`src/design/ipcs_pkg.sv`:
```
package ipcs_pkg;

  localparam int CHANNELS   = 8;
  localparam int PAIRS      = 4;
  localparam int SAMPLE_W   = 12;
  localparam int PERIOD_W   = 12;
  localparam int WAIT_W     = 6;
  localparam int SKIP_W     = 10;
  localparam int IDX_W      = 8;
  localparam int CHAN_SEL_W = 3;
  localparam int PAIR_SEL_W = 2;
  localparam int PAIR_CNT_W = 3;
  localparam int FRAME_W    = IDX_W - CHAN_SEL_W;

  localparam int CFG_ADDR_W = 5;
  localparam int CFG_DATA_W = 32;

  // stream payload layout
  localparam int IN_TDATA_W  = 120;
  localparam int IN_TUSER_W  = 2;
  localparam int SKIP_LSB    = CHANNELS * SAMPLE_W;
  localparam int IDX_LSB     = SKIP_LSB + SKIP_W;
  localparam int OUT_TDATA_W = 72;

  localparam logic [PERIOD_W-1:0] PROX_PERIOD_RST  = 12'd2460;
  localparam logic [WAIT_W-1:0]   AMBIENT_WAIT_RST = 6'd26;
  localparam logic [WAIT_W-1:0]   PULSE_WAIT_RST   = 6'd4;

  typedef logic [SAMPLE_W-1:0] sample_t;

  typedef enum logic [1:0] {
    ACT_FRAME = 2'd0,
    ACT_SKIP  = 2'd1,
    ACT_READ  = 2'd2
  } action_t;

  typedef enum logic [2:0] {
    REG_PROX_ENABLE  = 3'd0,
    REG_COMM_ENABLE  = 3'd1,
    REG_PROX_PERIOD  = 3'd2,
    REG_AMBIENT_WAIT = 3'd3,
    REG_PULSE_WAIT   = 3'd4
  } reg_idx_t;

  typedef struct packed {
    logic                prox_enable;
    logic                comm_enable;
    logic [PERIOD_W-1:0] prox_period;
    logic [WAIT_W-1:0]   ambient_wait;
    logic [WAIT_W-1:0]   pulse_wait;
  } cfg_t;

  typedef struct packed {
    logic [PAIRS-1:0]      pulse_lines;
    logic                  prox_mode;
    logic                  window_ready;
    logic                  prox_update;
    logic                  prox_reflected_phase;
    logic [PAIR_SEL_W-1:0] prox_pair;
    sample_t               ambient_first;
    sample_t               ambient_second;
    sample_t               delta_first;
    sample_t               delta_second;
  } result_t;

endpackage

```
`src/design/ipcs_regs.sv`:
```
module ipcs_regs (
  input  logic                                clk,
  input  logic                                rst,
  input  logic                                psel,
  input  logic                                penable,
  input  logic                                pwrite,
  input  logic [ipcs_pkg::CFG_ADDR_W-1:0]     paddr,
  input  logic [ipcs_pkg::CFG_DATA_W-1:0]     pwdata,
  output logic [ipcs_pkg::CFG_DATA_W-1:0]     prdata,
  output logic                                pready,
  output ipcs_pkg::cfg_t                      cfg
);

  ipcs_pkg::reg_idx_t reg_idx;
  logic               wr_en;

  assign reg_idx = ipcs_pkg::reg_idx_t'(paddr[ipcs_pkg::CFG_ADDR_W-1:2]);
  assign pready  = 1'b1;
  assign wr_en   = psel && penable && pwrite;

  always_ff @(posedge clk) begin
    if (rst) begin
      cfg.prox_enable  <= 1'b1;
      cfg.comm_enable  <= 1'b1;
      cfg.prox_period  <= ipcs_pkg::PROX_PERIOD_RST;
      cfg.ambient_wait <= ipcs_pkg::AMBIENT_WAIT_RST;
      cfg.pulse_wait   <= ipcs_pkg::PULSE_WAIT_RST;
    end else if (wr_en) begin
      case (reg_idx)
        ipcs_pkg::REG_PROX_ENABLE:  cfg.prox_enable  <= pwdata[0];
        ipcs_pkg::REG_COMM_ENABLE:  cfg.comm_enable  <= pwdata[0];
        ipcs_pkg::REG_PROX_PERIOD:  cfg.prox_period  <= pwdata[ipcs_pkg::PERIOD_W-1:0];
        ipcs_pkg::REG_AMBIENT_WAIT: cfg.ambient_wait <= pwdata[ipcs_pkg::WAIT_W-1:0];
        ipcs_pkg::REG_PULSE_WAIT:   cfg.pulse_wait   <= pwdata[ipcs_pkg::WAIT_W-1:0];
        default: ;
      endcase
    end
  end

  always_comb begin
    prdata = '0;
    case (reg_idx)
      ipcs_pkg::REG_PROX_ENABLE:  prdata[0] = cfg.prox_enable;
      ipcs_pkg::REG_COMM_ENABLE:  prdata[0] = cfg.comm_enable;
      ipcs_pkg::REG_PROX_PERIOD:  prdata[ipcs_pkg::PERIOD_W-1:0] = cfg.prox_period;
      ipcs_pkg::REG_AMBIENT_WAIT: prdata[ipcs_pkg::WAIT_W-1:0] = cfg.ambient_wait;
      ipcs_pkg::REG_PULSE_WAIT:   prdata[ipcs_pkg::WAIT_W-1:0] = cfg.pulse_wait;
      default: prdata = '0;
    endcase
  end

endmodule

```
`config.mk`:
```
export PLATFORM = sky130hd
export DESIGN_NAME = ipcs_regs
export DESIGN_NICKNAME = d
export VERILOG_FILES = /design/src/design/ipcs_pkg.sv /design/src/design/ipcs_regs.sv
export SDC_FILE = /design/constraint.sdc
export NUM_CORES = 1
export LEC_CHECK = 0
export BUFFER_PORTS_ARGS = -buffer_cell sky130_fd_sc_hd__buf_4
export CAP_MARGIN = 20
export CORE_MARGIN = 2
export CORE_UTILIZATION = 25
export DETAILED_ROUTE_END_ITERATION = 10
export HOLD_SLACK_MARGIN = 0.15
export PLACE_DENSITY_LB_ADDON = 0.3
export REMOVE_ABC_BUFFERS = 1
export SYNTH_ARGS = -nofsm -noshare
export SYNTH_HDL_FRONTEND = slang
export SYNTH_SLANG_ARGS = --single-unit
```
`constraint.sdc`:
```
create_clock -name clk -period 1.4 [get_ports clk]
set_clock_uncertainty 0.05 [all_clocks]
set_input_delay 0.21 -clock clk [delete_from_list [all_inputs] [get_ports clk]]
set_output_delay 0.21 -clock clk [all_outputs]
set_load 0.01 [all_outputs]
```
==> reports/metrics.cfg <==
[placement]
post-dp-hpwl_um=2830
gp_routability_congestion=0.727
io_port_bufs=57
detailed_place.area_mm2=0.00192

[cts]
clkLatencyLatePin_ps=270
cts.clk_slew.worst_paths_ps=90
post_cts_buffers=0
ctsRootBufferMaster=sky130_fd_sc_hd__clkbuf_8
htreeDepth=1
cts_max_path_buffers=2
cts-buffers-inserted=3
cts_tree=built
clock_sinks=26

[synth]
netlist_instances=173
synth-warning-count=0
number_of_enable_flip_flop_cells_after_synthesis=0
number_of_synthesized_register_bits=26
seq_area_frac_synth_pct=35.6
post_synth_instance_area_mm2=0.00146
synth.top_cells.by_area=sky130_fd_sc_hd__dfxtp_1, sky130_fd_sc_hd__mux2i_1, sky130_fd_sc_hd__buf_4, sky130_fd_sc_hd__o21ai_0, sky130_fd_sc_hd__nand2b_1
yosys.cell_count.top_type=sky130_fd_sc_hd__dfxtp_1
ys_flop_type=sky130_fd_sc_hd__dfxtp_1
synth_commonest_cells=sky130_fd_sc_hd__dfxtp_1, sky130_fd_sc_hd__mux2i_1, sky130_fd_sc_hd__nor2_1
post-synth-top-area-cell=sky130_fd_sc_hd__dfxtp_1
synth.lib_cells_used.distinct=23
asyncSetResetFlopFracSynth_pct=0
synthesis.area_per_instance_um2=8.44
synthDominantCellAreaShare_pct=35.6

[worst_setup_path]
cp_data_arrival_time_ps=1110
worstSetupStartpointType=register
required_time_at_the_endpoint_of_the_critical_path_ps=1140
worstSetupPathType=reg2out
critPathMaxFanout=3
setup.worst_path.end_class=primary output

[grt]
wire_length_of_the_first_global_routing_pass_um=5710
track_usage_pct=11.3
grt_antenna_before_repair=0
grt_start_max_net_pins=44
grt_remaining_overflow=0
first_global_vias=1204

[die]
placementRows=27
floorplan.core_area_mm2=0.00557
dieHeight_um=80.4
die_width_um=80.4
ioPinCount=101
dieArea_mm2=0.00647
initial_utilization_pct=26.2

[power]
max-vdd-ir-drop_mv=0.446
p_leak_uw=0.000896
power-per-cell-area_mw_per_mm2=718

[sta]
fin_crit_ps=1370
final_hold_viol_count=0
timing.fmax_mhz=729
timing_max_transition_violations_final=0
fin_hold_ws_ps=165
post-route-period-util_pct=98.0
grt_setup_unrepaired=yes
finalSetupViolCount=0

[finish]
final_stage_net_count=283
largest_reg_flops=26
filler_cell_count=608
biggest_registers_after_layout=cfg: 26 flops
top_register=cfg
n_antenna_cell=0
area_growth_pct=41.0
final_instance_area_mm2=0.00206
drive_above_1_share_pct=32.9

[hold_path]
worstHoldPathType=in2reg

[drt]
drt-vias-per-instance=4.16
route.final.wire_length_um=3790
drcViolationCount=0
drt_iter0_markers=26
route.antenna.remaining_nets=0
vias=1297
detail_route.first_pass.iterations=6
routed_wire_length_per_instance_um=12.1

[flow_run]
maxCapViolations=0

[status]
status=finished, final reports clean

[critical path, cell delays in order (launching register included)]
cell                      delay, ps
sky130_fd_sc_hd__dfxtp_2        340
sky130_fd_sc_hd__mux2i_1        120
sky130_fd_sc_hd__o22ai_1         90
sky130_fd_sc_hd__o21a_1         180
sky130_fd_sc_hd__buf_6          120
[cell families after synthesis]
kind of cell	count (synthesis)	synth area share (%)
AND/OR/NAND/NOR	62	22.6
buffers and inverters	31	14.3
AO/OA/AOI/OAI	30	11.8
flip-flops	26	35.6
multiplexers	22	15.1
other	2	0.514
[layout make-up]
class	instances	area, µm²	share of cell area, %
Sequential cell	26	526	25.5
Tap cell	72	90.1	4.37
Timing Repair Buffer	75	584	28.4
Multi-Input combinational cell	135	805	39.1
Clock buffer	4	55.1	2.67
[stage by stage]
stage	setup WS, ps	TNS (ps)	power (µW)	instances	util, %
after global placement	4.35	0	985	301	34.5
after CTS	4.24	0	1500	312	36.8
after global routing	-20.4	-39.8	1550	312	36.9
after floorplan	139	0	856	161	-
final	27.5	0	1480	312	36.9
after detailed placement	19.2	0	985	301	34.5
[where the power goes]
| group | total, µW | switching (µW) | internal [µW] |
|---|---|---|---|
| logic | 237 | 124 | 113 |
| registers | 749 | 4.04 | 745 |
| clock network | 493 | 242 | 252 |
[cell usage in the layout (no fill, tap or decap)]
master,n
sky130_fd_sc_hd__o22ai_1,1
sky130_fd_sc_hd__o21a_1,1
sky130_fd_sc_hd__conb_1,21
sky130_fd_sc_hd__nor3_1,2
sky130_fd_sc_hd__nor2b_1,11
sky130_fd_sc_hd__nor2_2,3
sky130_fd_sc_hd__dfxtp_2,4
sky130_fd_sc_hd__nand4b_1,1
sky130_fd_sc_hd__dlygate4sd3_1,7
sky130_fd_sc_hd__buf_4,67
sky130_fd_sc_hd__or2_0,1
sky130_fd_sc_hd__mux2i_1,22
sky130_fd_sc_hd__nand2_1,1
sky130_fd_sc_hd__clkbuf_8,4
sky130_fd_sc_hd__buf_6,1
sky130_fd_sc_hd__dfxtp_1,22
sky130_fd_sc_hd__o2bb2ai_1,5
sky130_fd_sc_hd__nand2b_1,14
sky130_fd_sc_hd__o21ai_1,5
sky130_fd_sc_hd__or2_1,1
sky130_fd_sc_hd__nand4_1,1
sky130_fd_sc_hd__and2_1,6
sky130_fd_sc_hd__o21ai_0,18
sky130_fd_sc_hd__nor2_1,21
[layer usage]
metal	share of wire [%]	up-vias	wire length, µm	global-route usage [%]
li1	-	668	-	-
met1	47	574	1780	14.9
met2	46	53	1730	19.3
met3	6.9	2	263	2.58
met4	0.26	0	10	1.53
met5	0	-	0	0
[timing repair]
item | in CTS | in global routing
endpoints found under the setup margin | 1 | 8
hold buffers | 7 | 0
endpoints found under the hold margin | 7 | 0
gates resized for setup | 1 | 5
[path summary, 6_finish.rpt]
check / slack (ps) / depth (start not counted) / to / startpoint
worst min-delay path: 170 / 3 / cfg[14] / pwdata[2]
worst max-delay path: 30 / 4 / prdata[0] / cfg[24]
worst max register to register: 590 / 3 / cfg[4] / cfg[4]
worst min register to register: 440 / 2 / cfg[6] / cfg[6]
Power figures use the tool's default switching activity.
