### src/design/ipcs_pkg.sv
package ipcs_pkg;

  localparam int CHANNELS   = 8;
  localparam int PAIRS      = 4;
  localparam int SAMPLE_W   = 12;
  localparam int PERIOD_W   = 12;
  localparam int WAIT_W     = 6;
  localparam int SKIP_W     = 10;
  localparam int IDX_W      = 8;
  localparam int CHAN_SEL_W = 3;
  localparam int PAIR_SEL_W = 2;
  localparam int PAIR_CNT_W = 3;
  localparam int FRAME_W    = IDX_W - CHAN_SEL_W;

  localparam int CFG_ADDR_W = 5;
  localparam int CFG_DATA_W = 32;

  // stream payload layout
  localparam int IN_TDATA_W  = 120;
  localparam int IN_TUSER_W  = 2;
  localparam int SKIP_LSB    = CHANNELS * SAMPLE_W;
  localparam int IDX_LSB     = SKIP_LSB + SKIP_W;
  localparam int OUT_TDATA_W = 72;

  localparam logic [PERIOD_W-1:0] PROX_PERIOD_RST  = 12'd2460;
  localparam logic [WAIT_W-1:0]   AMBIENT_WAIT_RST = 6'd26;
  localparam logic [WAIT_W-1:0]   PULSE_WAIT_RST   = 6'd4;

  typedef logic [SAMPLE_W-1:0] sample_t;

  typedef enum logic [1:0] {
    ACT_FRAME = 2'd0,
    ACT_SKIP  = 2'd1,
    ACT_READ  = 2'd2
  } action_t;

  typedef enum logic [2:0] {
    REG_PROX_ENABLE  = 3'd0,
    REG_COMM_ENABLE  = 3'd1,
    REG_PROX_PERIOD  = 3'd2,
    REG_AMBIENT_WAIT = 3'd3,
    REG_PULSE_WAIT   = 3'd4
  } reg_idx_t;

  typedef struct packed {
    logic                prox_enable;
    logic                comm_enable;
    logic [PERIOD_W-1:0] prox_period;
    logic [WAIT_W-1:0]   ambient_wait;
    logic [WAIT_W-1:0]   pulse_wait;
  } cfg_t;

  typedef struct packed {
    logic [PAIRS-1:0]      pulse_lines;
    logic                  prox_mode;
    logic                  window_ready;
    logic                  prox_update;
    logic                  prox_reflected_phase;
    logic [PAIR_SEL_W-1:0] prox_pair;
    sample_t               ambient_first;
    sample_t               ambient_second;
    sample_t               delta_first;
    sample_t               delta_second;
  } result_t;

endpackage

### src/design/ipcs_ctrl.sv
module ipcs_ctrl #(
  parameter int WINDOW_FRAMES = 32
) (
  input  logic                                                clk,
  input  logic                                                rst,
  input  logic                                                step,
  input  ipcs_pkg::action_t                                   action,
  input  ipcs_pkg::sample_t [ipcs_pkg::CHANNELS-1:0]          samples,
  input  logic [ipcs_pkg::SKIP_W-1:0]                         skip_count,
  input  ipcs_pkg::cfg_t                                      cfg,
  output ipcs_pkg::result_t                                   res,
  output logic                                                win_we,
  output logic [$clog2(WINDOW_FRAMES):0]                      win_addr,
  output logic                                                buffer_select
);

  localparam int SLOT_W = $clog2(WINDOW_FRAMES);
  localparam logic [SLOT_W-1:0] LAST_SLOT = SLOT_W'(WINDOW_FRAMES - 1);

  // sequencer state
  logic [ipcs_pkg::PERIOD_W-1:0]   period_count, period_count_next;
  logic                            mode_flag, mode_flag_next;
  logic [ipcs_pkg::WAIT_W-1:0]     wait_count, wait_count_next;
  logic [ipcs_pkg::WAIT_W-1:0]     wait_limit, wait_limit_next;
  logic [ipcs_pkg::PAIR_CNT_W-1:0] pair_index, pair_index_next;
  logic                            capture_phase, capture_phase_next;
  logic [ipcs_pkg::PAIRS-1:0]      emitter_state, emitter_state_next;
  logic [ipcs_pkg::SKIP_W-1:0]     skip_remaining, skip_remaining_next;
  logic [SLOT_W-1:0]               frame_slot, frame_slot_next;
  logic                            buffer_select_next;

  // per-pair capture stores, one entry per pair
  ipcs_pkg::sample_t amb_first  [ipcs_pkg::PAIRS];
  ipcs_pkg::sample_t amb_second [ipcs_pkg::PAIRS];
  ipcs_pkg::sample_t dlt_first  [ipcs_pkg::PAIRS];
  ipcs_pkg::sample_t dlt_second [ipcs_pkg::PAIRS];

  logic                            amb_we, dlt_we;
  logic [ipcs_pkg::PAIR_SEL_W-1:0] k;
  ipcs_pkg::sample_t               s_first, s_second, d_first, d_second;

  always_comb begin
    period_count_next   = period_count;
    mode_flag_next      = mode_flag;
    wait_count_next     = wait_count;
    wait_limit_next     = wait_limit;
    pair_index_next     = pair_index;
    capture_phase_next  = capture_phase;
    emitter_state_next  = emitter_state;
    skip_remaining_next = skip_remaining;
    frame_slot_next     = frame_slot;
    buffer_select_next  = buffer_select;
    res                 = '0;
    win_we              = 1'b0;
    win_addr            = {buffer_select, frame_slot};
    amb_we              = 1'b0;
    dlt_we              = 1'b0;
    k                   = pair_index_next[ipcs_pkg::PAIR_SEL_W-1:0];
    s_first             = samples[{1'b0, k}];
    s_second            = samples[{1'b1, k}];
    d_first             = (s_first > amb_first[k]) ? '0 : amb_first[k] - s_first;
    d_second            = (s_second > amb_second[k]) ? '0 : amb_second[k] - s_second;

    if (step) begin
      case (action)
        ipcs_pkg::ACT_FRAME: begin
          if (cfg.prox_enable) begin
            period_count_next = period_count + 1'b1;
          end
          // period reached: restart the proximity sequence from pair 0
          if (period_count_next >= cfg.prox_period) begin
            period_count_next  = '0;
            emitter_state_next = '0;
            wait_count_next    = '0;
            wait_limit_next    = cfg.ambient_wait;
            capture_phase_next = 1'b0;
            pair_index_next    = '0;
            mode_flag_next     = 1'b1;
          end
          k        = pair_index_next[ipcs_pkg::PAIR_SEL_W-1:0];
          s_first  = samples[{1'b0, k}];
          s_second = samples[{1'b1, k}];
          d_first  = (s_first > amb_first[k]) ? '0 : amb_first[k] - s_first;
          d_second = (s_second > amb_second[k]) ? '0 : amb_second[k] - s_second;
          if (!mode_flag_next) begin
            if (cfg.comm_enable) begin
              if (skip_remaining != '0) begin
                skip_remaining_next = skip_remaining - 1'b1;
              end else begin
                win_we = 1'b1;
                if (frame_slot == LAST_SLOT) begin
                  frame_slot_next    = '0;
                  res.window_ready   = 1'b1;
                  buffer_select_next = ~buffer_select;
                end else begin
                  frame_slot_next = frame_slot + 1'b1;
                end
              end
            end
          end else begin
            wait_count_next = wait_count_next + 1'b1;
            if (wait_count_next >= wait_limit_next) begin
              wait_count_next = '0;
              if (pair_index_next[ipcs_pkg::PAIR_CNT_W-1]) begin
                frame_slot_next = '0;
                mode_flag_next  = 1'b0;
              end else begin
                res.prox_update = 1'b1;
                res.prox_pair   = k;
                if (!capture_phase_next) begin
                  amb_we                = 1'b1;
                  emitter_state_next[k] = 1'b1;
                  capture_phase_next    = 1'b1;
                  wait_limit_next       = cfg.pulse_wait;
                  res.ambient_first     = s_first;
                  res.ambient_second    = s_second;
                  res.delta_first       = dlt_first[k];
                  res.delta_second      = dlt_second[k];
                end else begin
                  dlt_we                   = 1'b1;
                  emitter_state_next[k]    = 1'b0;
                  capture_phase_next       = 1'b0;
                  pair_index_next          = pair_index_next + 1'b1;
                  wait_limit_next          = cfg.ambient_wait;
                  res.prox_reflected_phase = 1'b1;
                  res.ambient_first        = amb_first[k];
                  res.ambient_second       = amb_second[k];
                  res.delta_first          = d_first;
                  res.delta_second         = d_second;
                end
              end
            end
          end
        end
        ipcs_pkg::ACT_SKIP: begin
          skip_remaining_next = skip_count;
          frame_slot_next     = '0;
        end
        default: ;
      endcase
    end

    res.pulse_lines = emitter_state_next;
    res.prox_mode   = mode_flag_next;
  end

  always_ff @(posedge clk) begin
    if (rst) begin
      period_count   <= '0;
      mode_flag      <= 1'b0;
      wait_count     <= '0;
      wait_limit     <= '0;
      pair_index     <= '0;
      capture_phase  <= 1'b0;
      emitter_state  <= '0;
      skip_remaining <= '0;
      frame_slot     <= '0;
      buffer_select  <= 1'b0;
      for (int i = 0; i < ipcs_pkg::PAIRS; i++) begin
        amb_first[i]  <= '0;
        amb_second[i] <= '0;
        dlt_first[i]  <= '0;
        dlt_second[i] <= '0;
      end
    end else begin
      period_count   <= period_count_next;
      mode_flag      <= mode_flag_next;
      wait_count     <= wait_count_next;
      wait_limit     <= wait_limit_next;
      pair_index     <= pair_index_next;
      capture_phase  <= capture_phase_next;
      emitter_state  <= emitter_state_next;
      skip_remaining <= skip_remaining_next;
      frame_slot     <= frame_slot_next;
      buffer_select  <= buffer_select_next;
      if (amb_we) begin
        amb_first[k]  <= s_first;
        amb_second[k] <= s_second;
      end
      if (dlt_we) begin
        dlt_first[k]  <= d_first;
        dlt_second[k] <= d_second;
      end
    end
  end

endmodule

### config.mk
export PLATFORM = sky130hd
export DESIGN_NAME = ipcs_ctrl
export DESIGN_NICKNAME = d
export VERILOG_FILES = /design/src/design/ipcs_pkg.sv /design/src/design/ipcs_ctrl.sv
export SDC_FILE = /design/constraint.sdc
export NUM_CORES = 1
export LEC_CHECK = 0
export ABC_AREA = 1
export BUFFER_PORTS_ARGS = -buffer_cell sky130_fd_sc_hd__buf_2
export CAP_MARGIN = 20
export CORE_UTILIZATION = 60
export CTS_CLUSTER_SIZE = 10
export DETAILED_ROUTE_END_ITERATION = 6
export PLACE_DENSITY = 0.82
export SYNTH_ARGS = -nofsm -noshare
export SYNTH_HDL_FRONTEND = slang
export SYNTH_SLANG_ARGS = --single-unit
### constraint.sdc
create_clock -name clk -period 7.1 [get_ports clk]
set_input_delay 0.355 -clock clk [delete_from_list [all_inputs] [get_ports clk]]
set_output_delay 0.355 -clock clk [all_outputs]
set_load 0.01 [all_outputs]
==> impl_metrics.ini <==
[critical_path]
worstPathArrival_ns = 6.38
worstPathMaxFanout = 82
critPathSlowestCell = a32oi_1
regToRegStartpoint = period_count[0]$_SDFFE_PP0P_
r2r_end = amb_second[0][11]$_SDFFCE_PN0P_
critPathMostFrequentCell = nand3_1
slowest_delay_ns = 0.52
cp-start-kind = flip-flop
worstSetupPathType = reg2out
required_ns = 6.74
end_kind = output pin
reg2reg_depth = 34
r2r_slack_ns = 1.01

[synthesis]
ys_seq_area_frac = 0.387
synth_fa_ha_area_frac = 0.0581
dominantRegCellSynth = edfxtp_1
syn_area_sq_um = 17500
synth_cell_types = 60
synth.avg_cell_area_sq_um = 7.38
synth_mux_area_frac = 0.0143
synth_cells = 2376
synth_seq_cells = 243
synth_compound_area_frac = 0.174
syn_nets = 2592
synth_warnings = 0
synth_top_family_by_area = simple AND/OR/NAND/NOR gates
synth_edf_count = 192
synth_simple_gate_area_frac = 0.269
synthXorXnorAreaFrac = 0.00849
async_reset_ff_frac = 0

[global_routing]
grt_pass1_wl_mm = 88.0
grt_max_degree = 83
overflow = 0
antenna_found_initial = 0
first_global_vias = 16400
track_usage = 0.370

[power]
power.density_nw_per_um2 = 174
swShare = 0.264
combPwrFrac = 0.143
ir_drop_v = 0.000199
pwr-share-clk = 0.389
p_switching_w = 0.000903
sequentialPowerShare = 0.468
p_int_w = 0.00252
p_leak_nw = 8.67

[layout]
drive_gt1_frac = 0.153
layout.nets = 2738
finish.utilization = 0.685
syn_to_final_growth_pct = 12.1
regArea_sq_um = 6790
antenna_cells = 0
multi_input_area_sq_um = 9240
fill_cells = 2443

[place]
post-place-ws_ns = 0.600
dpl.hpwl_mm = 39.7
gp_congestion = 1.05
numPortBuffers = 202

[timing]
hold_viol_final = 0
slew_headroom = 0.247
worstMarginPinSlew_ns = 1.13
setup-tns-final_ns = 0
min_period_over_period = 0.949
setup_slack_ns = 0.366
max_freq_ghz = 0.148
setup_viol = 0
period_needed_ns = 6.73
skew_ns = 0.0113
drv_slew = 0

[floorplan]
die_area_sq_um = 29900
coreArea_sq_um = 28700
die_w_um = 173
num_rows = 62
start_util = 0.611
die_y_um = 173
ioPinCount = 203

[detailed_routing]
dr.pass1.iters = 6
drtIter0Drc = 2414
drc = 0
vias = 17900
ant_nets = 0
vias_per_cell = 6.12
wl_per_cell_um = 19.5
wl_mm = 57.0

[hold_path]
hp-start = skip_count[8]
hp-class = in2reg
hold-path-endpoint = skip_remaining[8]$_SDFFE_PP0P_
whs_path_depth = 3

[clock_tree]
cts_tree = done
htreeDepth = 1
clk_pin_slew_worst_paths_ns = 0.06
cts_sinks = 243
clockBufferDepth = 3
root_buffer = clkbuf_16
cts_hold_buf = 0
insertion_delay_ns = 0.55
numCtsBuffers = 28

[run_status]
status = completed

[job]
drv_cap = 0
[how the worst max path moves through the flow]
stage / depth (start not counted) / startpoint / endpoint / slack [ns]
2_1_floorplan: 30 / period_count[0]$_SDFFE_PP0P_ / dlt_first[2][0]$_SDFFCE_PN0P_ / 1.44
3_3_place_gp: 35 / cfg[25] / res[40] / 0.74
3_5_place_dp: 35 / cfg[25] / res[44] / 0.60
4_1_cts: 34 / period_count[0]$_SDFFE_PP0P_ / res[40] / 0.12
5_1_grt: 34 / period_count[0]$_SDFFE_PP0P_ / res[40] / -0.005
6_report: 30 / period_count[0]$_SDFFE_PP0P_ / res[2] / 0.37
[area by class of cell]
| cell class | count | share of cell area |
|---|---|---|
| Tap cell | 384 | 0.0244 |
| Timing Repair Buffer | 253 | 0.0727 |
| Clock buffer | 52 | 0.0423 |
| Multi-Input combinational cell | 1763 | 0.470 |
| Sequential cell | 243 | 0.345 |
| Inverter | 233 | 0.0453 |
[sequential cells by signal (all words and copies together), names as in the netlist, 6 cells and up, named ones only]
signal / flops
dlt_second: 48
period_count: 12
wait_limit: 6
amb_second: 48
wait_count: 6
amb_first: 48
dlt_first: 48
skip_remaining: 10
[kinds of logic (layout without fill, tap and decap cells)]
logic type	after synthesis	after routing
buf+inv	371	538
simple gates	1122	1123
mux	25	25
flops	243	243
compound gates	519	519
xor+xnor	17	17
fa+ha+maj	79	79
[cells in the mapped netlist, types with 4 or more instances]
cell type / count / area share
inv_1: 211 / 0.045
o21ai_1: 17 / 0.0049
dfxtp_1: 51 / 0.058
edfxtp_1: 192 / 0.33
or2_2: 28 / 0.010
buf_6: 6 / 0.0039
inv_2: 15 / 0.0032
nand4_1: 32 / 0.011
xor2_1: 12 / 0.0060
o22ai_1: 29 / 0.010
mux2i_1: 24 / 0.014
nand3_1: 130 / 0.037
xnor2_1: 5 / 0.0025
nand2_1: 528 / 0.11
a31oi_1: 21 / 0.0075
o211ai_1: 16 / 0.0068
nor2_2: 8 / 0.0029
ha_1: 75 / 0.054
nor3_1: 21 / 0.0060
a21oi_1: 172 / 0.049
buf_2: 59 / 0.017
o21ai_0: 177 / 0.051
nand2_2: 12 / 0.0043
nor2_1: 339 / 0.073
a32oi_1: 20 / 0.010
fa_1: 4 / 0.0046
buf_1: 8 / 0.0017
buf_4: 6 / 0.0026
a211oi_2: 19 / 0.014
clkbuf_1: 58 / 0.012
and3_1: 6 / 0.0021
a211oi_1: 25 / 0.011
[per-layer routing]
metal  vias up  share of wire  track usage
li1       8346              -            -
met1      8256           0.40        0.506
met2      1124           0.45        0.582
met3       184           0.12       0.0739
met4         0          0.039        0.139
met5         -              0            0
[through the flow]
stage	cell area [sq um]	total power, W	cells	hold WS, ns
global route	19700	0.00352	2928	0.0862
CTS	19600	0.00340	2921	0.0747
global placement	18700	0.00209	2868	0.453
detailed placement	18800	0.00210	2869	0.455
finish	19700	0.00342	2928	0.0738
floorplan	17500	0.00193	2376	0.444
[worst max-delay path, delay by kind of cell, from the launching register on]
family                   cells  cell delay [ns]
buffers and inverters        8             1.25
AND/OR/NAND/NOR             16             2.32
flip-flops                   1             0.38
XOR/XNOR                     1             0.14
adder cells (fa/ha/maj)      2             0.66
AO/OA/AOI/OAI                3             0.99
[layout by cell type, fill, tap and decap left out, types with 20 or more instances in the layout]
cell type	instances
a21oi_1	172
dfxtp_1	50
a31oi_1	21
o21ai_0	175
nor3_1	21
a211oi_2	20
nor2_1	338
edfxtp_1	192
o22ai_1	29
mux2i_1	24
nand2_1	528
buf_2	202
ha_1	75
inv_1	211
buf_4	48
a211oi_1	24
nand3_1	130
clkbuf_1	21
or2_2	28
clkbuf_16	29
nand4_1	32
[power by group through the flow]
stage / clock (W) / sequential [W] / combinational, W
after CTS: 0.00133 / 0.00160 / 0.000471
after floorplan: 0 / 0.00162 / 0.000310
after global routing: 0.00138 / 0.00161 / 0.000536
final: 0.00133 / 0.00160 / 0.000490
after global placement: 0 / 0.00163 / 0.000459
after detailed placement: 0 / 0.00163 / 0.000468
[what timing repair did]
item / in CTS / in global routing
hold endpoints to repair: 0 / 0
setup endpoints to repair: 0 / 51
setup buffers: 0 / 6
gates resized for setup: 0 / 8
Power figures use the tool's default switching activity.
