## config.mk

```make
export PLATFORM = sky130hd
export DESIGN_NAME = ipcs_ram
export DESIGN_NICKNAME = d
export VERILOG_FILES = /design/src/design/ipcs_ram.sv
export SDC_FILE = /design/constraint.sdc
export NUM_CORES = 1
export LEC_CHECK = 0
export ABC_AREA = 0
export BUFFER_PORTS_ARGS = -buffer_cell sky130_fd_sc_hd__buf_4
export CORE_MARGIN = 2
export CORE_UTILIZATION = 56
export CTS_CLUSTER_DIAMETER = 60
export DETAILED_ROUTE_END_ITERATION = 6
export PLACE_DENSITY_LB_ADDON = 0.12
export SKIP_LAST_GASP = 1
export SYNTH_ARGS = -nofsm -noshare
export SYNTH_HDL_FRONTEND = slang
export SYNTH_SLANG_ARGS = --single-unit
```

## constraint.sdc

```tcl
create_clock -name clk -period 1.95 [get_ports clk]
set_input_delay 0.2925 -clock clk [delete_from_list [all_inputs] [get_ports clk]]
set_output_delay 0.2925 -clock clk [all_outputs]
set_load 0.005 [all_outputs]
```

## src/design/ipcs_ram.sv

```systemverilog
module ipcs_ram #(
  parameter int WIDTH = 12,
  parameter int DEPTH = 64
) (
  input  logic                     clk,
  input  logic                     we,
  input  logic [$clog2(DEPTH)-1:0] waddr,
  input  logic [WIDTH-1:0]         wdata,
  input  logic                     re,
  input  logic [$clog2(DEPTH)-1:0] raddr,
  output logic [WIDTH-1:0]         rdata
);

  logic [WIDTH-1:0] mem [DEPTH];

  always_ff @(posedge clk) begin
    if (we) begin
      mem[waddr] <= wdata;
    end
    if (re) begin
      rdata <= mem[raddr];
    end
  end

endmodule

```

==> flow_results.org, run 1 <==
** Clock network
- In this run the deepest clock path goes through 3 buffers.
- In this run the clock root is driven by a sky130_fd_sc_hd__clkbuf_16.
- TritonCTS built the clock tree.
- Clock transition at the registers of the reported paths :: approximately 0.060 ns
- CTS buffer count :: 79
- The tree built by TritonCTS fans out to 780 sinks.
- H-tree level count :: 3
- The clock reaches the later pin of the worst-skew pair after 0.62 ns.
- After clock tree synthesis, the setup repair step added 0 buffers.

** Drt
- For this block, wires on met1 add up to 29,000 µm.
- Top sig layer :: met5
- The first routing iteration left between 1,500 and 2,000 violations.
- The pre-antenna-repair detailed-routing pass consisted of 7 iterations.
- Total DRC errors in the routed layout :: 0
- Total number of vias :: approximately 15,000
- Summed over all layers, the routed wires come to between 60,000 and 70,000 µm.
- Summed over all nets, wire length on met3 after detailed routing comes to 5280 µm.
- Wire length per cell :: around 30 µm
- Remaining antenna violation count :: 0
- Summed over all nets, wire length on met2 after detailed routing comes to between 30,000 and 40,000 µm.
- Mean number of vias per cell :: between 6 and 7

** Logic synthesis
- Counting every net in the synthesized netlist gives 1,366.
- Cells after Synth :: between 1,000 and 1,500
- Ys flop type :: sky130_fd_sc_hd__edfxtp_1
- Number of flops mapped to enable cells by yosys :: between 700 and 800
- Post-synth cell types :: 34
- In this run the mean area of a mapped cell was ~22 µm².
- Register bit count reported by yosys :: ~800
- Post-Syn Area :: between 20,000 and 30,000 µm²
- Yosys printed 0 warnings.
- Summing the sequential cell areas from Yosys gives about four fifths of the chip area.
- Counting flops with an async set or reset pin after synthesis yields a share of 0%.

** Pwr
- Fraction of power spent switching nets :: roughly a fifth
- Switching power total :: ~7.4 mW
- Internal power consumption :: 29.0 mW
- Flop pwr share :: around 50%
- Worst voltage drop across the vdd grid :: ~0.95 mV
- In this run the static leakage power is 11.4 nW.
- The design draws ~36 mW.
- Proportion of power drawn by combinational gates :: under 10%
- Part of the power in the clock network :: 43.4%
- In this run the power density over the cells is 1030 nW/µm².

** STA
- Subtracting the final worst setup slack from the clock period gives 2.02 ns.
- Setup violations remaining at the end of the flow were counted as 2.
- In this run the tightest slew margin relative to its limit is ~42%.
- RSZ-0062 raised after global routing :: true
- Total negative setup slack :: -0.0996 ns
- After layout, the worst setup slack is -0.0698 ns.
- Worst clock skew :: roughly 0.021 ns
- Count of final max-slew check failures :: 0
- Hold Vio Cnt, Final :: 0
- Slew of the pin with the lowest slew margin :: 0.863 ns
- For this run, the top clock speed supported by timing is about 0.50 GHz.
- The worst path uses 104% of the clock period.

** GRT
- Maximum number of pins on one net before global-route repair :: between 60 and 70
- Summed over all layers, the global routing overflow is 0.
- Wire length of the first global-routing pass :: a little over 100,000 µm
- Vias in the first global route :: approximately 15,000
- Number of antenna violations at the first check in global routing :: 1
- All-Layer GR Usage :: between 20% and 30%

** Status
- The final reports fail on setup timing.
- The flow ran to the end, but the final reports show violations.

** Worst hold path
- Class of the worst hold path :: in -> reg
- Counting instances, the worst hold path has a depth of 1.

** Worst setup path
- Largest fanout on the critical path :: 1
- Counting buffers and inverters, the worst setup path is 6 cells deep.
- Largest incremental delay on the critical path :: 0.48 ns
- The critical path is of the reg -> reg type.
- Crit start category :: flip-flop
- At the worst endpoint, the arrival time is about 2.4 ns.
- STA classifies the critical path endpoint as a flip-flop.
- At the worst endpoint, the required time is about 2.3 ns.
- Critical path's top delay family :: compound AO/OA/AOI/OAI gates
- Depth of the worst register-to-register path :: 6
- Together, buffers and inverters on the worst path number 1.
- List of cells traversed by the critical path :: mux4_2, nor2b_1, a221o_1, a311oi_2, buf_4, o31ai_1
- The slowest stage of the critical path is the sky130_fd_sc_hd__mux4_2 cell.

** Floorplanning
- During I/O placement, the number of pins put on the boundary was 39.
- Site Rows :: 84
- Area enclosed by the die boundary :: about 55,000 µm²
- Starting Density :: between 50% and 60%
- The die is 235 µm tall.
- Floorplan Core Area :: 52,800 µm²
- The floorplan step set the die width to 235 µm.

** Layout
- In the final layout, the share of cells above drive strength 1 is approximately a third.
- Finished Cell Area :: between 30,000 and 40,000 µm²
- After the last flow step, the layout net total stands at around 1,600.
- Filler Cells Inserted :: 3,386
- 0 antenna diodes ended up in the layout.
- Area growth, synth to finish :: 18.2%

** Placed design
- Final weighted congestion in routability-driven placement :: approximately 0.90
- Summing all placed instances gives a cell area of approximately 33,000 µm².
- Number of port buffers :: 38
- Sum of net half-perimeters after detailed placement :: about 43,000 µm

** Run
- Max-cap violations in this run came to 0.
-- timing repair --
| action | CTS | global route |
|---|---|---|
| pin swaps | 1 | 2 |
| hold endpoints to repair | 4 | 0 |
| setup endpoints to repair | 4 | 8 |
| gates cloned | 0 | 0 |
| gates resized for setup | 4 | 14 |
| hold buffers | 1 | 0 |
-- Yosys cell counts (all sizes together), types with 4 or more instances --
library cell	number	share of area [%]
nand3	14	0.23
buf	40	1.0
clkbuf	33	0.41
mux2	7	0.26
a32o	4	0.13
a22oi	9	0.23
nand2	14	0.18
o22ai	23	0.48
mux4	192	14
a211oi	13	0.33
edfxtp	780	78
nor3	10	0.17
nand2b	21	0.44
mux2i	20	0.67
o21ai	11	0.18
nor2	74	0.93
a21oi	10	0.17
a31oi	9	0.19
a22o	6	0.18
nor2b	15	0.31
o221ai	16	0.47
-- routing by layer --
layer / global-route usage (%) / vias up
met5: 0 / -
met4: 7.84 / 2
met3: 4.98 / 108
met2: 40.2 / 623
met1: 37.8 / 7978
li1: - / 6173
-- power by group through the flow --
stage / Clock [mW] / Sequential (mW) / Combinational (mW)
6_report: 15.8 / 18.7 / 1.94
4_1_cts: 16.0 / 18.7 / 1.94
3_3_place_gp: 0 / 19.0 / 1.90
2_1_floorplan: 0 / 19.0 / 0.969
5_1_grt: 16.6 / 18.7 / 2.06
3_5_place_dp: 0 / 19.0 / 1.93
-- stage by stage --
| step | hold slack, ns | std cells | utilization, % | setup WS (ns) |
|---|---|---|---|---|
| finish | 0.0649 | 2326 | 67.2 | -0.0698 |
| global route | 0.0437 | 2326 | 67.2 | -0.104 |
| detailed placement | 0.587 | 2182 | 61.8 | -0.566 |
| global placement | 0.585 | 2182 | 61.8 | -0.570 |
| CTS | 0.0339 | 2326 | 67.0 | -0.0555 |
| floorplan | 0.391 | 1339 | - | -0.0717 |
-- worst paths after layout --
check | slack, ns | startpoint | end
worst max-delay path | -0.07 | mem[39][1] | rdata[1]
worst max register to register | -0.07 | mem[39][1] | rdata[1]
worst min-delay path | 0.06 | re | rdata[7]
worst min register to register | 0.89 | mem[38][6] | rdata[6]
-- area by class of cell --
class / count / area [µm²] / area share [%]
Clock inverter: 46 / 589 / 1.66
Multi-Input combinational cell: 486 / 6220 / 17.6
Sequential cell: 780 / 23400 / 66.1
Tap cell: 688 / 861 / 2.43
Timing Repair Buffer: 229 / 2210 / 6.24
Clock buffer: 97 / 2130 / 6.01
-- state kept, by name, indices dropped and copies added (netlist names) --
name   flops
mem      768
rdata     12
-- logic make-up after synthesis --
| group | after synthesis | synth area share [%] |
|---|---|---|
| muxes | 219 | 15.4 |
| buffers and inverters | 73 | 1.43 |
| and+or+nand+nor | 158 | 2.48 |
| DFF | 780 | 78.1 |
| AOI/OAI and AO/OA | 109 | 2.58 |
-- cell usage in the layout, fill, tap and decap left out, types with 13 or more instances in the layout --
master / n
sky130_fd_sc_hd__o22ai_1: 21
sky130_fd_sc_hd__clkbuf_1: 14
sky130_fd_sc_hd__edfxtp_1: 780
sky130_fd_sc_hd__mux4_2: 192
sky130_fd_sc_hd__clkinv_2: 16
sky130_fd_sc_hd__clkbuf_16: 83
sky130_fd_sc_hd__mux2i_1: 20
sky130_fd_sc_hd__buf_12: 38
sky130_fd_sc_hd__nand3_1: 13
sky130_fd_sc_hd__nor2b_1: 15
sky130_fd_sc_hd__bufinv_16: 14
sky130_fd_sc_hd__nor2_1: 74
sky130_fd_sc_hd__o221ai_1: 13
sky130_fd_sc_hd__nand2_1: 14
sky130_fd_sc_hd__buf_4: 187
sky130_fd_sc_hd__nand2b_1: 21
No activity file was read; power rests on OpenSTA's default activity.
==> run 2: changes to the inputs <==
==> constraint.sdc (replaced) <==
create_clock -name clk -period 1.7 [get_ports clk]
set_input_delay 0.255 -clock clk [delete_from_list [all_inputs] [get_ports clk]]
set_output_delay 0.255 -clock clk [all_outputs]
set_load 0.005 [all_outputs]
==> flow_results.org, run 2 (synthesis gave the netlist of run 1 again) <==
** Placed design
- Number of placed instances with taps included :: 2,226 (+2.0%)
- Number of port buffers :: 38 (unchanged)
- The weighted congestion reported at the end of routability-driven placement came to 0.880 (-1.8%).
- Sum of net half-perimeters after detailed placement :: 46,900 µm (+9.1%)

** Run
- Max Cap Viol :: 0 (unchanged)

** STA
- Slew of the pin with the lowest slew margin :: 0.683 ns (-0.180 ns)
- Setup repair after global routing could not meet its margin everywhere.
- The highest attainable clock frequency was 0.505 GHz (+2.1%).
- The number of pins exceeding their max-slew limit in the final report was 0 (unchanged).
- The final hold slack was 0.0552 ns (-0.00972 ns).
- Hold Vio Cnt, Final :: 0 (unchanged)
- The max-slew headroom at the worst pin was 54.5% (+12 points).
- Final setup violating endpoints :: 12 (+10)
- Total negative setup slack :: -1.74 ns (-1.64 ns)
- Worst clock skew :: 0.0229 ns (+0.00145 ns)
- The clock period minus worst slack came to 1.98 ns (-0.0415 ns).
- Post-route setup slack :: -0.278 ns (-0.209 ns)
- Tcrit/Tclk final :: 116% (+13 points)

** Drt
- Total DRC errors in the routed layout :: 0 (unchanged)
- The number of vias per cell after detailed routing came to 6.32 (-1.3%).
- The post-detailed-route wirelength per cell is 30.6 µm (+2.3%).
- The total via count after detailed routing was 14,975 (+0.61%).
- The DRC marker count from the first detailed-route iteration came to 1,570 (-6.7%).
- The remaining number of nets flagged by the antenna check after routing came to 0 (unchanged).
- The wire length after detailed routing was 72,600 µm (+4.2%).
- The total iterations of the first detailed-routing run was 5 (-2).

** Floorplanning
- The area enclosed by the die boundary was 55,400 µm² (unchanged).
- Die height :: 235 µm (unchanged)
- The starting utilization of the core area was 56.8% (unchanged).
- I/O pin cnt :: 39 (unchanged)
- The horizontal die dimension was 235 µm (unchanged).
- Site Rows :: 84 (unchanged)
- Floorplan Core Area :: 52,800 µm² (unchanged)

** Clock network
- H-tree level count :: 3 (unchanged)
- TritonCTS clock tree :: done
- The register clock-pin slew on the reported worst setup and hold paths was 0.06 ns (about the same).
- The worst-skew pair later-pin latency came to 0.62 ns (about the same).
- Maximum clock insertion buffer count :: 3 (unchanged)
- CTS buffer count :: 79 (unchanged)
- Number of sinks driven by the clock tree :: 780 (unchanged)
- Clock Tree Root :: sky130_fd_sc_hd__clkbuf_16

** Worst setup path
- Crit start category :: flip-flop
- The largest fanout on the critical path came to 1 (unchanged).
- The slowest stage of the critical path is the sky130_fd_sc_hd__mux4_2 cell.
- List of cells traversed by the critical path :: mux4_2, mux2_2, o22a_1, o221ai_2, o31ai_2
- Critical path endpoint category :: flip-flop
- The flop-to-flop setup slack came to -0.28 ns (-0.21 ns).
- The endpoint required time on the critical path came to 2.07 ns (-0.24 ns).
- The delay contributed by the slowest stage of the critical path is 0.48 ns (about the same).
- The signal arrival time at the worst endpoint is 2.34 ns (-0.04 ns).
- Critical path start-end classification :: reg -> reg

** GRT
- The via count of the first global-routing pass was 15,181 (+1.9%).
- Wire length of the first global-routing pass :: 106,000 µm (+3.7%)
- The global route total overflow is 0 (unchanged).
- The all-layer global routing usage was 27.0% (+1.2 points).
- Maximum number of pins on one net before global-route repair :: 65 (unchanged)
- Number of antenna violations at the first check in global routing :: 2 (+1)

** Layout
- The largest registers in the layout are mem: 768 flops, rdata: 12 flops.
- The proportion of layout cells with a drive suffix above 1 is 40.6% (+6.0 points).
- The core utilization of the finished layout was 69.4% (+2.3 points).
- The number of fill cells in the layout came to 3,247 (-4.1%).
- The storage element area came to 23,400 µm² (unchanged).
- The flip-flop count of the largest register, all copies and words added came to 768 (unchanged).
- The number of nets in the finished design was 1,647 (+2.7%).
- Number of cells in the finished layout apart from fillers :: 2,370 (+1.9%)
- Most frequent cells in the layout :: sky130_fd_sc_hd__edfxtp_1, sky130_fd_sc_hd__mux4_2, sky130_fd_sc_hd__buf_4
- Area occupied by multi-input gates :: 6620 µm² (+6.4%)
- The library cell used most frequently in the layout, excluding fill and tap cells, is sky130_fd_sc_hd__edfxtp_1.
- Area growth, synth to finish :: 22.2%
- Counting flops per register, the top entry is mem.

** Worst hold path
- In this run the worst hold path is classified as in -> reg.

** Pwr
- The standby leakage power was 11.8 nW (+3.5%).
- The power per unit of standard cell area is 1140 nW/µm² (+11%).
- Worst voltage drop across the vdd grid :: 0.813 mV (-14%)
- The total chip power came to 41.6 mW (+14%).

** Status
- Violated checks :: setup timing
- The run finished, with violations left.
==> run 2: cell count changes in the layout (fill, tap and decap cells not counted), sizes merged <==
cell,before,now
buf,228,272
bufinv,14,12
clkbuf,97,96
clkinv,26,28
clkinvlp,1,3
diode,0,1
inv,5,3
==> run 2: area by class of cell <==
class | count | area share, %
Clock buffer | 96 | 5.74
Antenna cell | 1 | 0.00683
Timing Repair Buffer | 273 | 8.37
Sequential cell | 780 | 63.9
Clock inverter | 46 | 1.52
Multi-Input combinational cell | 486 | 18.1
Tap cell | 688 | 2.35
==> run 2: stage by stage <==
step	instance area, µm²	setup slack [ns]
2_1_floorplan	30200	-0.284
3_3_place_gp	33600	-0.786
3_5_place_dp	33600	-0.794
4_1_cts	36600	-0.270
5_1_grt	36600	-0.343
6_report	36600	-0.278
==> run 2: routing by layer <==
| metal | GRT usage [%] | vias up | part of all wire, % |
|---|---|---|---|
| li1 | - | 6266 | - |
| met1 | 38.5 | 7958 | 40 |
| met2 | 42.0 | 662 | 48 |
| met3 | 6.06 | 87 | 8.9 |
| met4 | 9.59 | 2 | 2.6 |
| met5 | 0 | - | 0.018 |
==> run 2: final timing paths <==
check                    from        end  cells after the start
setup / recovery   mem[21][1]   rdata[1]                      5
hold / removal       wdata[9]  mem[1][9]                      1
setup reg to reg   mem[21][1]   rdata[1]                      5
hold reg to reg   mem[11][11]  rdata[11]                      4
==> run 2: worst max-delay path: cells and delay by family, from the launching register on <==
kind,cells,cell delay [ns]
muxes,2,0.76
DFF,1,0.37
AOI/OAI and AO/OA,3,0.59
==> run 2: power by group <==
group,switching (mW),internal [mW],total [mW]
clock,7.10,10.7,17.8
sequential,0.0576,21.3,21.4
combinational,1.41,1.08,2.50
total,8.57,33.1,41.6
==> run 2: what timing repair did <==
action,in CTS,in global routing
setup endpoints to repair,12,12
setup buffers,0,0
resized for setup,55,13
hold endpoints to repair,1,0
pin swaps,20,3
hold buffers,1,0
